### src/rtl/core/assert_macros.svh
// Assertion macros shared by the sponge RTL.
`ifndef ASSERT_MACROS_SVH
`define ASSERT_MACROS_SVH
`ifndef SYNTHESIS
`define KSR_ASSERT_ALWAYS(lbl, clk, rst_n, expr, msg) \
    lbl: assert property (@(posedge clk) disable iff (!rst_n) (expr)) else $error(msg);
`define KSR_ASSERT_NEXT(lbl, clk, rst_n, ante, cons, msg) \
    lbl: assert property (@(posedge clk) disable iff (!rst_n) (ante) |=> (cons)) else $error(msg);
`define KSR_ASSERT_IMPL(lbl, clk, rst_n, ante, cons, msg) \
    lbl: assert property (@(posedge clk) disable iff (!rst_n) (ante) |-> (cons)) else $error(msg);
`else
`define KSR_ASSERT_ALWAYS(lbl, clk, rst_n, expr, msg)
`define KSR_ASSERT_NEXT(lbl, clk, rst_n, ante, cons, msg)
`define KSR_ASSERT_IMPL(lbl, clk, rst_n, ante, cons, msg)
`endif
`endif

### src/rtl/core/ksr_pkg.sv
// Types, constants and helpers for the reduced-round sponge.
package ksr_pkg;

    localparam int STATE_BITS = 1600;
    localparam int NUM_LANES = 25;
    localparam int LANE_W = 64;
    localparam int STATE_BYTES = STATE_BITS / 8;
    localparam int MAX_ROUNDS = 24;
    localparam int DEF_MAX_OUTPUT_BYTES = 64;
    localparam int APB_ADDR_W = 4;
    localparam int APB_DATA_W = 32;

    localparam logic [7:0] LFSR_INIT = 8'h01;
    localparam logic [7:0] LFSR_POLY = 8'h71;
    localparam logic [7:0] LFSR_MSB = 8'h80;

    localparam logic [10:0] RATE_RST = 11'd1024;
    localparam logic [10:0] CAP_RST = 11'd576;
    localparam logic [4:0] ROUNDS_RST = 5'd24;
    localparam logic [6:0] OUTLEN_RST = 7'd16;

    localparam logic [5:0] RHO [NUM_LANES] = '{
        6'd0, 6'd1, 6'd62, 6'd28, 6'd27,
        6'd36, 6'd44, 6'd6, 6'd55, 6'd20,
        6'd3, 6'd10, 6'd43, 6'd25, 6'd39,
        6'd41, 6'd45, 6'd15, 6'd21, 6'd8,
        6'd18, 6'd2, 6'd61, 6'd56, 6'd14
    };

    localparam int PI_DST [NUM_LANES] = '{
        0, 10, 20, 5, 15,
        16, 1, 11, 21, 6,
        7, 17, 2, 12, 22,
        23, 8, 18, 3, 13,
        14, 24, 9, 19, 4
    };

    localparam int XP1 [5] = '{1, 2, 3, 4, 0};
    localparam int XP2 [5] = '{2, 3, 4, 0, 1};
    localparam int XM1 [5] = '{4, 0, 1, 2, 3};
    localparam int IOTA_POS [7] = '{0, 1, 3, 7, 15, 31, 63};

    typedef logic [STATE_BITS-1:0] t_state_vec;
    typedef logic [LANE_W-1:0] t_lane;

    typedef struct packed {
        logic [10:0] rate_bits;
        logic [10:0] capacity_bits;
        logic [4:0]  round_count;
        logic [6:0]  output_bytes;
    } t_cfg;

    typedef enum logic [1:0] {
        REG_RATE   = 2'd0,
        REG_CAP    = 2'd1,
        REG_ROUNDS = 2'd2,
        REG_OUTLEN = 2'd3
    } t_reg_idx;

    typedef enum logic [1:0] {
        S_IDLE,
        S_PERM,
        S_OUT
    } t_fsm;

    function automatic t_lane rotl64(input t_lane v, input logic [5:0] n);
        if (n == 6'd0) begin
            return v;
        end
        return (v << n) | (v >> (7'd64 - {1'b0, n}));
    endfunction

endpackage

### src/rtl/core/ksr_cfg.sv
// APB register file holding the sponge settings.
module ksr_cfg (
    input  logic                           i_clk,
    input  logic                           i_rst_n,
    input  logic                           psel,
    input  logic                           penable,
    input  logic                           pwrite,
    input  logic [ksr_pkg::APB_ADDR_W-1:0] paddr,
    input  logic [ksr_pkg::APB_DATA_W-1:0] pwdata,
    output logic [ksr_pkg::APB_DATA_W-1:0] prdata,
    output logic                           pready,
    output ksr_pkg::t_cfg                  o_cfg
);
    import ksr_pkg::*;

    t_cfg     r_cfg;
    t_reg_idx reg_idx;
    logic     wr_en;

    assign pready  = 1'b1;
    assign reg_idx = t_reg_idx'(paddr[3:2]);
    assign wr_en   = psel & penable & pwrite & pready;
    assign o_cfg   = r_cfg;

    always_ff @(posedge i_clk) begin
        if (!i_rst_n) begin
            r_cfg.rate_bits     <= RATE_RST;
            r_cfg.capacity_bits <= CAP_RST;
            r_cfg.round_count   <= ROUNDS_RST;
            r_cfg.output_bytes  <= OUTLEN_RST;
        end else if (wr_en) begin
            unique case (reg_idx)
                REG_RATE:   r_cfg.rate_bits     <= pwdata[10:0];
                REG_CAP:    r_cfg.capacity_bits <= pwdata[10:0];
                REG_ROUNDS: r_cfg.round_count   <= pwdata[4:0];
                REG_OUTLEN: r_cfg.output_bytes  <= pwdata[6:0];
            endcase
        end
    end

    always_comb begin
        unique case (reg_idx)
            REG_RATE:   prdata = {21'd0, r_cfg.rate_bits};
            REG_CAP:    prdata = {21'd0, r_cfg.capacity_bits};
            REG_ROUNDS: prdata = {27'd0, r_cfg.round_count};
            REG_OUTLEN: prdata = {25'd0, r_cfg.output_bytes};
        endcase
    end

endmodule
### config.mk
export PLATFORM = sky130hd
export DESIGN_NAME = ksr_cfg
export DESIGN_NICKNAME = d
export VERILOG_FILES = /design/src/rtl/core/assert_macros.svh /design/src/rtl/core/ksr_pkg.sv /design/src/rtl/core/ksr_cfg.sv
export SDC_FILE = /design/constraint.sdc
export NUM_CORES = 1
export LEC_CHECK = 0
export ABC_CLOCK_PERIOD_IN_PS = 1400
export CORE_MARGIN = 8
export CORE_UTILIZATION = 40
export DETAILED_ROUTE_END_ITERATION = 10
export DONT_BUFFER_PORTS = 1
export PLACE_DENSITY = 0.57
export SYNTH_ARGS = -nofsm -noshare
export SYNTH_HDL_FRONTEND = slang
export SYNTH_SLANG_ARGS = --single-unit
### constraint.sdc
create_clock -name i_clk -period 1.4 [get_ports i_clk]
set_clock_uncertainty 0.1 [all_clocks]
set_input_delay 0.28 -clock i_clk [delete_from_list [all_inputs] [get_ports i_clk]]
set_output_delay 0.28 -clock i_clk [all_outputs]
set_load 0.01 [all_outputs]
After elaboration in Yosys (flattened, before gate mapping)
Index checks and enable logic that the tools add are counted.
{"block": "totals", "regBits": 34, "input_bits": 41, "out_inout_bits": 67, "elab_cells": 15}
{"block": "op_classes", "n_eq_ne": 3, "muxes": 1, "bitwise": 2, "reduce_logical": 5}
{"cell": "case mux 32 bit (4 select lines)", "count": 1}
{"cell": "AND reduction 2 bit", "count": 4}
{"cell": "equality test 2 bit (second input constant)", "count": 2}
{"cell": "bitwise AND 1 bit", "count": 2}
{"cell": "equality test 2 x 1 -> 1 bit (second input constant)", "count": 1}
{"cell": "zero test 2 bit", "count": 1}

Depth between registers and ports, before layout
Gate-level depths: netlist of run 1.
{"block": "logic_depth", "ltp_word": 3, "ltp_mapped": 5, "depth_no_buf": 3}

Least setup slack after synthesis of run 1
No wires, ideal clock.
{"block": "synth_timing", "path_kind": "in2out", "startpoint": "input port paddr[3] (netlist name)", "endpoint": "output port prdata[3] (netlist name)", "arrival_ns": 1.060, "required_ns": 1.020, "path_slack_ns": -0.040, "cell_stages": 3, "n_path_buf": 2, "path_cell_list": "buf_6 > buf_8 > mux4_2"}
{"block": "synth_via", "elab_chain_cells": 2, "elab_cells_between_ends": 5, "cone_classes": "eq/ne (3); mux (1); reduce/logical (1)"}
{"item": "start: declaration", "line_no": "ksr_cfg.sv:8", "text": "input logic [ksr_pkg::APB_ADDR_W-1:0] paddr,"}
{"item": "equality test 2 bit (tied with other cells)", "line_no": "ksr_cfg.sv:42", "text": "unique case (reg_idx)"}
{"item": "case mux 32 bit (4 select lines) (*)", "line_no": "ksr_cfg.sv:42"}
{"item": "end: declaration", "line_no": "ksr_cfg.sv:10", "text": "output logic [ksr_pkg::APB_DATA_W-1:0] prdata,"}
Mark *: on every way between the ends. The rest lies on a longest branch, timed or not. The select of a mux whose other input is x is not followed.

Worst setup path in the final report of run 1
{"block": "layout_timing", "startpoint": "register r_cfg (netlist bit o_cfg[2])", "endpoint": "output port prdata[2] (netlist name)"}
{"block": "layout_via", "elab_chain_cells": 1}
{"item": "start: declaration", "line_no": "ksr_cfg.sv:16", "text": "t_cfg r_cfg;"}
{"item": "case mux 32 bit (4 select lines)", "line_no": "ksr_cfg.sv:42"}
Every way passes these cells. The select of a mux whose other input is x is not followed.

==> qor.txt, run 1 <==
STATUS
------------------------------------------------------------------------------------------------------
Status                                                                                    finished with violations
Violated checks                                                                           setup timing

TIMING
------------------------------------------------------------------------------------------------------
Final-layout setup total negative slack                                                        -598 ps
Setup-failing EPs final                                                                              5
Final Max Slew Viols                                                                                 0
Final critical-path setup slack                                                                -128 ps
Unrepaired setup endpoints after global routing                                                    yes
Count of endpoints failing hold in the final timing report                                           0
Final cycle utilization of the critical path                                                      109%
Fmax                                                                                         0.655 GHz
Crit path time final                                                                           1530 ps

WORST HOLD PATH
------------------------------------------------------------------------------------------------------
Type of the worst min-delay path                                                                in2reg

ROUTING
------------------------------------------------------------------------------------------------------
Number of vias per cell after detailed routing                                                    4.97
DRC errors left                                                                                      0
Count of vias placed by the detailed router                                                       1167
Total Wirelength                                                                               4.28 mm
Routed wire per std cell                                                                       18.2 um
Number of DRC violations after detailed-routing iteration 0                                         70
Antenna-violating nets left                                                                          0
Count of TritonRoute iterations in the first routing pass                                            4

LOGIC SYNTHESIS
------------------------------------------------------------------------------------------------------
Flip-flop and latch count after synthesis                                                           34
Yosys warning count                                                                                  0
Synth Cell Area                                                                              1780 um^2
Count of different cell masters after synthesis                                                     19
Sequential-to-total area share from yosys stat                                                   38.2%
Synthesized instance count                                                                         179
Share of the synthesized area in the top cell type                                               38.2%
Leading register cell type out of synthesis                                               sky130_fd_sc_hd__dfxtp_1
Dominant cells by area after synthesis                                                    sky130_fd_sc_hd__dfxtp_1, sky130_fd_sc_hd__mux2i_1, sky130_fd_sc_hd__buf_4, sky130_fd_sc_hd__nand2_1, sky130_fd_sc_hd__mux4_2
Async set or reset register ratio after synthesis                                                   0%
Avg Inst Size Synth                                                                          9.95 um^2
Number of enable flip-flop cells after synthesis                                                     0
Yosys top cell by area                                                                    sky130_fd_sc_hd__dfxtp_1

CLOCKING
------------------------------------------------------------------------------------------------------
Clock transition at the register clock pins on the worst setup and hold paths after CTS          70 ps
Post-CTS Repair Setup Buffers                                                                        0
CTS tree                                                                                           yes
Deepest level of the CTS H-tree                                                                      2
CTS root buffer                                                                           sky130_fd_sc_hd__clkbuf_8
Insertion delay to the later sink of the worst-skew pair                                        280 ps
Maximum clock insertion buffer count                                                                 2
Hold bufs inserted after CTS                                                                         0
Number of clock sinks                                                                               34
Number of clock buffers inserted by TritonCTS                                                        5

WORST SETUP PATH
------------------------------------------------------------------------------------------------------
Critical path endpoint category                                                             output pin
Cell family with the largest share of critical-path delay                                 multiplexers
Combined buffer and inverter count along the critical path                                           0
Peak per-stage delay on the critical path                                                       520 ps
Startpoint-to-endpoint class of the critical path                                              reg2out
Worst endpoint data arrival time                                                               1150 ps
Highest-delay cell along the critical path                                                sky130_fd_sc_hd__mux4_2
CP Cell Sequence                                                                                mux4_2
Nature of the critical path startpoint                                                       flip-flop
Largest fanout on the critical path                                                                  3
Required arrival time at the worst endpoint                                                    1020 ps

GLOBAL ROUTING
------------------------------------------------------------------------------------------------------
M3 GR Usage                                                                                      6.49%
Most Used Layer, Global Route                                                                     met2
Overflow after GRT                                                                                   0
Initial antenna violation count                                                                      0
GRT met1 Usage                                                                                   13.1%
Global-route usage over all layers                                                               12.7%
Wire length of the first global-routing pass                                                   6.33 mm
Largest net degree at the start of global routing                                                   51
Vias in the first global route                                                                    1202
Grt met2 use                                                                                     21.2%

POWER
------------------------------------------------------------------------------------------------------
Relative contribution of the clock network to total power                                        39.6%
Sw Share                                                                                         23.2%
Leak                                                                                          0.689 nW
Power density cells                                                                        989 nW/um^2
Fraction of power consumed by combinational cells                                                 6.9%
VDD IR max                                                                                    0.546 mV
Net switching power figure                                                                  0.000434 W
Sequential Power Share                                                                           53.5%
Internal power contribution                                                                  0.00143 W

LAYOUT
------------------------------------------------------------------------------------------------------
Top library cells by usage in the layout, fill and taps aside                             sky130_fd_sc_hd__mux2i_1, sky130_fd_sc_hd__nand2_1, sky130_fd_sc_hd__dfxtp_2
Final Core Density                                                                               43.6%
Summed area of non-filler cells in the final layout                                          1890 um^2
Post-route non-filler standard cell count                                                          235
Layout area overhead                                                                             5.90%
Proportion of layout cells with a drive suffix above 1                                           31.7%
Leading cell type in the layout, fill and taps excluded                                   sky130_fd_sc_hd__mux2i_1
Antenna cells                                                                                        0
Flip-flop count of the largest register, all copies and words added                                 34
Multi-input gate area                                                                         942 um^2
Register area                                                                                 712 um^2
FILL cells                                                                                         430
Total number of nets in the final design                                                           223

PLACE
------------------------------------------------------------------------------------------------------
Cell area after placement                                                                    1750 um^2
Number of cells after detailed placement                                                           227
Post-detailed-placement half-perimeter wirelength                                              3.22 mm
Quantity of I/O buffers inserted on ports                                                            0
Worst setup slack after placement                                                               136 ps
GP Congestion                                                                                    0.673

DIE
------------------------------------------------------------------------------------------------------
Number of rows in the core area                                                                     24
Core Area                                                                                    4320 um^2
Height of the die                                                                              82.7 um
X dimension of the die                                                                         82.7 um
Initial core utilization                                                                         41.2%
I/O pin cnt                                                                                        108
Die outline area                                                                             6840 um^2

FLOW RUN
------------------------------------------------------------------------------------------------------
Total of max-cap violations                                                                          0

==> per-layer routing <==
layer | wire [um] | share of wire (%) | vias up
met1 | 1570 | 37 | 546
met2 | 2090 | 49 | 59
met3 | 551 | 13 | 6
met5 | 0 | 0 | -
li1 | - | - | 556
met4 | 61 | 1.4 | 0
==> metrics by stage <==
step | hold WS [ps] | total power, W
after CTS | 24.5 | 0.00189
after detailed placement | 337 | 0.00114
after floorplan | 322 | 0.00121
final | 33.7 | 0.00186
after global placement | 326 | 0.00114
after global routing | 24.9 | 0.00197
==> cells in the mapped netlist, types with 2 or more instances <==
library cell,n
sky130_fd_sc_hd__buf_4,24
sky130_fd_sc_hd__mux2i_1,40
sky130_fd_sc_hd__nor3b_4,2
sky130_fd_sc_hd__mux4_2,5
sky130_fd_sc_hd__nand3_1,2
sky130_fd_sc_hd__conb_1,2
sky130_fd_sc_hd__dfxtp_1,34
sky130_fd_sc_hd__nor2_1,4
sky130_fd_sc_hd__buf_2,2
sky130_fd_sc_hd__clkbuf_1,5
sky130_fd_sc_hd__nand2_1,39
sky130_fd_sc_hd__buf_6,2
sky130_fd_sc_hd__nor2b_1,11
sky130_fd_sc_hd__o21ai_0,2
==> power by group through the flow <==
stage               clock network (W)  logic, W  registers (W)
finish                       0.000739  0.000128       0.000997
global route                 0.000828  0.000141       0.000999
CTS                          0.000766  0.000127       0.000997
detailed placement                  0  0.000124        0.00102
global placement                    0  0.000121        0.00102
floorplan                           0  0.000198        0.00102
==> worst reg2reg max path, stage by stage, from the launching register on <==
cell and delay [ps]:
sky130_fd_sc_hd__dfxtp_1 330, sky130_fd_sc_hd__buf_4 130, sky130_fd_sc_hd__nand2_1 60, sky130_fd_sc_hd__mux2i_1 150
==> cell families after synthesis <==
| family | synth area share, % |
|---|---|
| multiplexers | 28.8 |
| other | 0.422 |
| AND/OR/NAND/NOR | 18.1 |
| AO/OA/AOI/OAI | 0.562 |
| buffers and inverters | 13.8 |
| flip-flops | 38.2 |
==> what timing repair did <==
action,4_1_cts,5_1_grt
endpoints found under the setup margin,10,10
cloned,0,0
gates resized for setup,23,9
pin swaps,0,0
==> path summary, 6_finish.rpt <==
kind / startpoint / to / slack, ps / cells after the start
hold reg to reg: o_cfg[25] / o_cfg[25] / 390 / 2
setup / recovery: o_cfg[2] / prdata[2] / -130 / 1
hold / removal: pwdata[9] / o_cfg[32] / 30 / 2
setup reg to reg: o_cfg[3] / o_cfg[3] / 560 / 3
==> layout make-up <==
class                      count  area share [%]
multi-input combinational    131            50.0
clock inverter                 1           0.265
timing repair buffer          10            3.98
tap                           52            3.45
sequential                    34            37.8
clock buffer                   7            4.58
(Power assumes the default switching activity.)
==> run 2: changes to the inputs <==
Settings changed: CELL_PAD_IN_SITES_DETAIL_PLACEMENT from default to 1, CELL_PAD_IN_SITES_GLOBAL_PLACEMENT from default to 1, PLACE_DENSITY 0.57 to 0.75.
==> qor.txt, run 2 (synthesis results as in run 1) <==
LAYOUT
------------------------------------------------------------------------------------------------------
Layout area overhead                                                                             6.18%
Post-route non-filler standard cell count                                                          233
Leading cell type in the layout, fill and taps excluded                                   sky130_fd_sc_hd__mux2i_1
Top library cells by usage in the layout, fill and taps aside                             sky130_fd_sc_hd__mux2i_1, sky130_fd_sc_hd__nand2_1, sky130_fd_sc_hd__dfxtp_2
Proportion of layout cells with a drive suffix above 1                                           33.1%
Antenna cells                                                                                        0
Flip-flop count of the largest register, all copies and words added                                 34
Total number of nets in the final design                                                           221

WORST SETUP PATH
------------------------------------------------------------------------------------------------------
CP Cell Sequence                                                                                mux4_2
Highest-delay cell along the critical path                                                sky130_fd_sc_hd__mux4_2
Critical path endpoint category                                                             output pin
Worst endpoint data arrival time                                                               1150 ps
Cell family with the largest share of critical-path delay                                 multiplexers
Combined buffer and inverter count along the critical path                                           0
Startpoint-to-endpoint class of the critical path                                              reg2out
Required arrival time at the worst endpoint                                                    1020 ps
Largest fanout on the critical path                                                                  3
Nature of the critical path startpoint                                                       flip-flop
Peak per-stage delay on the critical path                                                       520 ps

GLOBAL ROUTING
------------------------------------------------------------------------------------------------------
Overflow after GRT                                                                                   0
Global-route usage over all layers                                                               13.6%
Largest net degree at the start of global routing                                                   51
Initial antenna violation count                                                                      0
Vias in the first global route                                                                    1386
Wire length of the first global-routing pass                                                   7.00 mm

ROUTING
------------------------------------------------------------------------------------------------------
Met1 Routed Length                                                                             1.67 mm
Met3 Wirelength                                                                                 445 um
Count of vias placed by the detailed router                                                       1165
DRC errors left                                                                                      0
Total Wirelength                                                                               4.66 mm
Met2 wire length                                                                               2.50 mm
Number of vias per cell after detailed routing                                                    5.00
Top routing layer in use                                                                          met4
Count of TritonRoute iterations in the first routing pass                                            4
Antenna-violating nets left                                                                          0
Routed wire per std cell                                                                       20.0 um
Number of DRC violations after detailed-routing iteration 0                                         50

CLOCKING
------------------------------------------------------------------------------------------------------
Number of clock buffers inserted by TritonCTS                                                        5
Clock transition at the register clock pins on the worst setup and hold paths after CTS          70 ps
Post-CTS Repair Setup Buffers                                                                        0
CTS tree                                                                                           yes
CTS root buffer                                                                           sky130_fd_sc_hd__clkbuf_8
Number of clock sinks                                                                               34
Insertion delay to the later sink of the worst-skew pair                                        270 ps
Maximum clock insertion buffer count                                                                 2
Deepest level of the CTS H-tree                                                                      2

POWER
------------------------------------------------------------------------------------------------------
VDD IR max                                                                                    0.298 mV
Relative contribution of the clock network to total power                                        39.3%
Power density cells                                                                        985 nW/um^2
Leak                                                                                          0.685 nW
Internal power contribution                                                                  0.00143 W
Sw Share                                                                                         23.1%
Net switching power figure                                                                  0.000430 W
Fraction of power consumed by combinational cells                                                 7.0%
Sequential Power Share                                                                           53.7%

TIMING
------------------------------------------------------------------------------------------------------
Final critical-path setup slack                                                                -127 ps
Final cycle utilization of the critical path                                                      109%
Final Max Slew Viols                                                                                 0
Count of endpoints failing hold in the final timing report                                           0
Unrepaired setup endpoints after global routing                                                    yes
Final-layout setup total negative slack                                                        -588 ps
Crit path time final                                                                           1530 ps
Setup-failing EPs final                                                                              5
Fmax                                                                                         0.655 GHz

DIE
------------------------------------------------------------------------------------------------------
Number of rows in the core area                                                                     24
Core Area                                                                                    4320 um^2
X dimension of the die                                                                         82.7 um
Height of the die                                                                              82.7 um
I/O pin cnt                                                                                        108
Die outline area                                                                             6840 um^2
Initial core utilization                                                                         41.2%

STATUS
------------------------------------------------------------------------------------------------------
Violated checks                                                                           setup timing
Status                                                                                    finished with violations

PLACE
------------------------------------------------------------------------------------------------------
Worst setup slack after placement                                                               142 ps
Quantity of I/O buffers inserted on ports                                                            0
GP Congestion                                                                                    0.723
Post-detailed-placement half-perimeter wirelength                                              3.48 mm
Number of cells after detailed placement                                                           225

FLOW RUN
------------------------------------------------------------------------------------------------------
Total of max-cap violations                                                                          0

WORST HOLD PATH
------------------------------------------------------------------------------------------------------
Type of the worst min-delay path                                                                in2reg

-- run 2: layout make-up --
class,count,area (um^2)
sequential,34,716
timing repair buffer,8,72.6
multi-input combinational,131,946
clock inverter,1,5.00
tap,52,65.1
clock buffer,7,86.3
fill,496,2430
-- run 2: metal layers --
metal	GRT usage, %	vias up
met4	4.14	0
li1	-	550
met1	13.5	560
met3	5.30	5
met5	0	-
met2	25.3	50
-- run 2: power groups by stage --
stage	registers (W)	clock network, W	logic, W
global route	0.00100	0.000795	0.000142
detailed placement	0.00102	0	0.000125
global placement	0.00102	0	0.000120
CTS	0.000999	0.000766	0.000127
floorplan	0.00102	0	0.000198
finish	0.000999	0.000732	0.000131
-- run 2: path summary, 6_finish.rpt --
kind / start / endpoint / slack (ps) / cells past startpoint
max: o_cfg[3] / prdata[3] / -130 / 1
min: pwdata[9] / o_cfg[32] / 30 / 2
max reg2reg: o_cfg[29] / o_cfg[29] / 570 / 3
min reg2reg: o_cfg[32] / o_cfg[32] / 390 / 2
-- run 2: what timing repair did --
action / in CTS / in global routing
pin swaps: 0 / 0
gates resized for setup: 28 / 8
setup endpoints to repair: 9 / 9
hold buffers: 0 / 0
gates cloned: 0 / 0
-- run 2: stage by stage --
step / cell area, um^2 / util [%] / total power, W / hold slack, ps
after floorplan: 1860 / - / 0.00121 / 322
after global placement: 1750 / 40.4 / 0.00114 / 327
after detailed placement: 1750 / 40.4 / 0.00114 / 335
after CTS: 1880 / 43.4 / 0.00189 / 31.3
after global routing: 1890 / 43.7 / 0.00194 / 38.4
final: 1890 / 43.7 / 0.00186 / 34.9
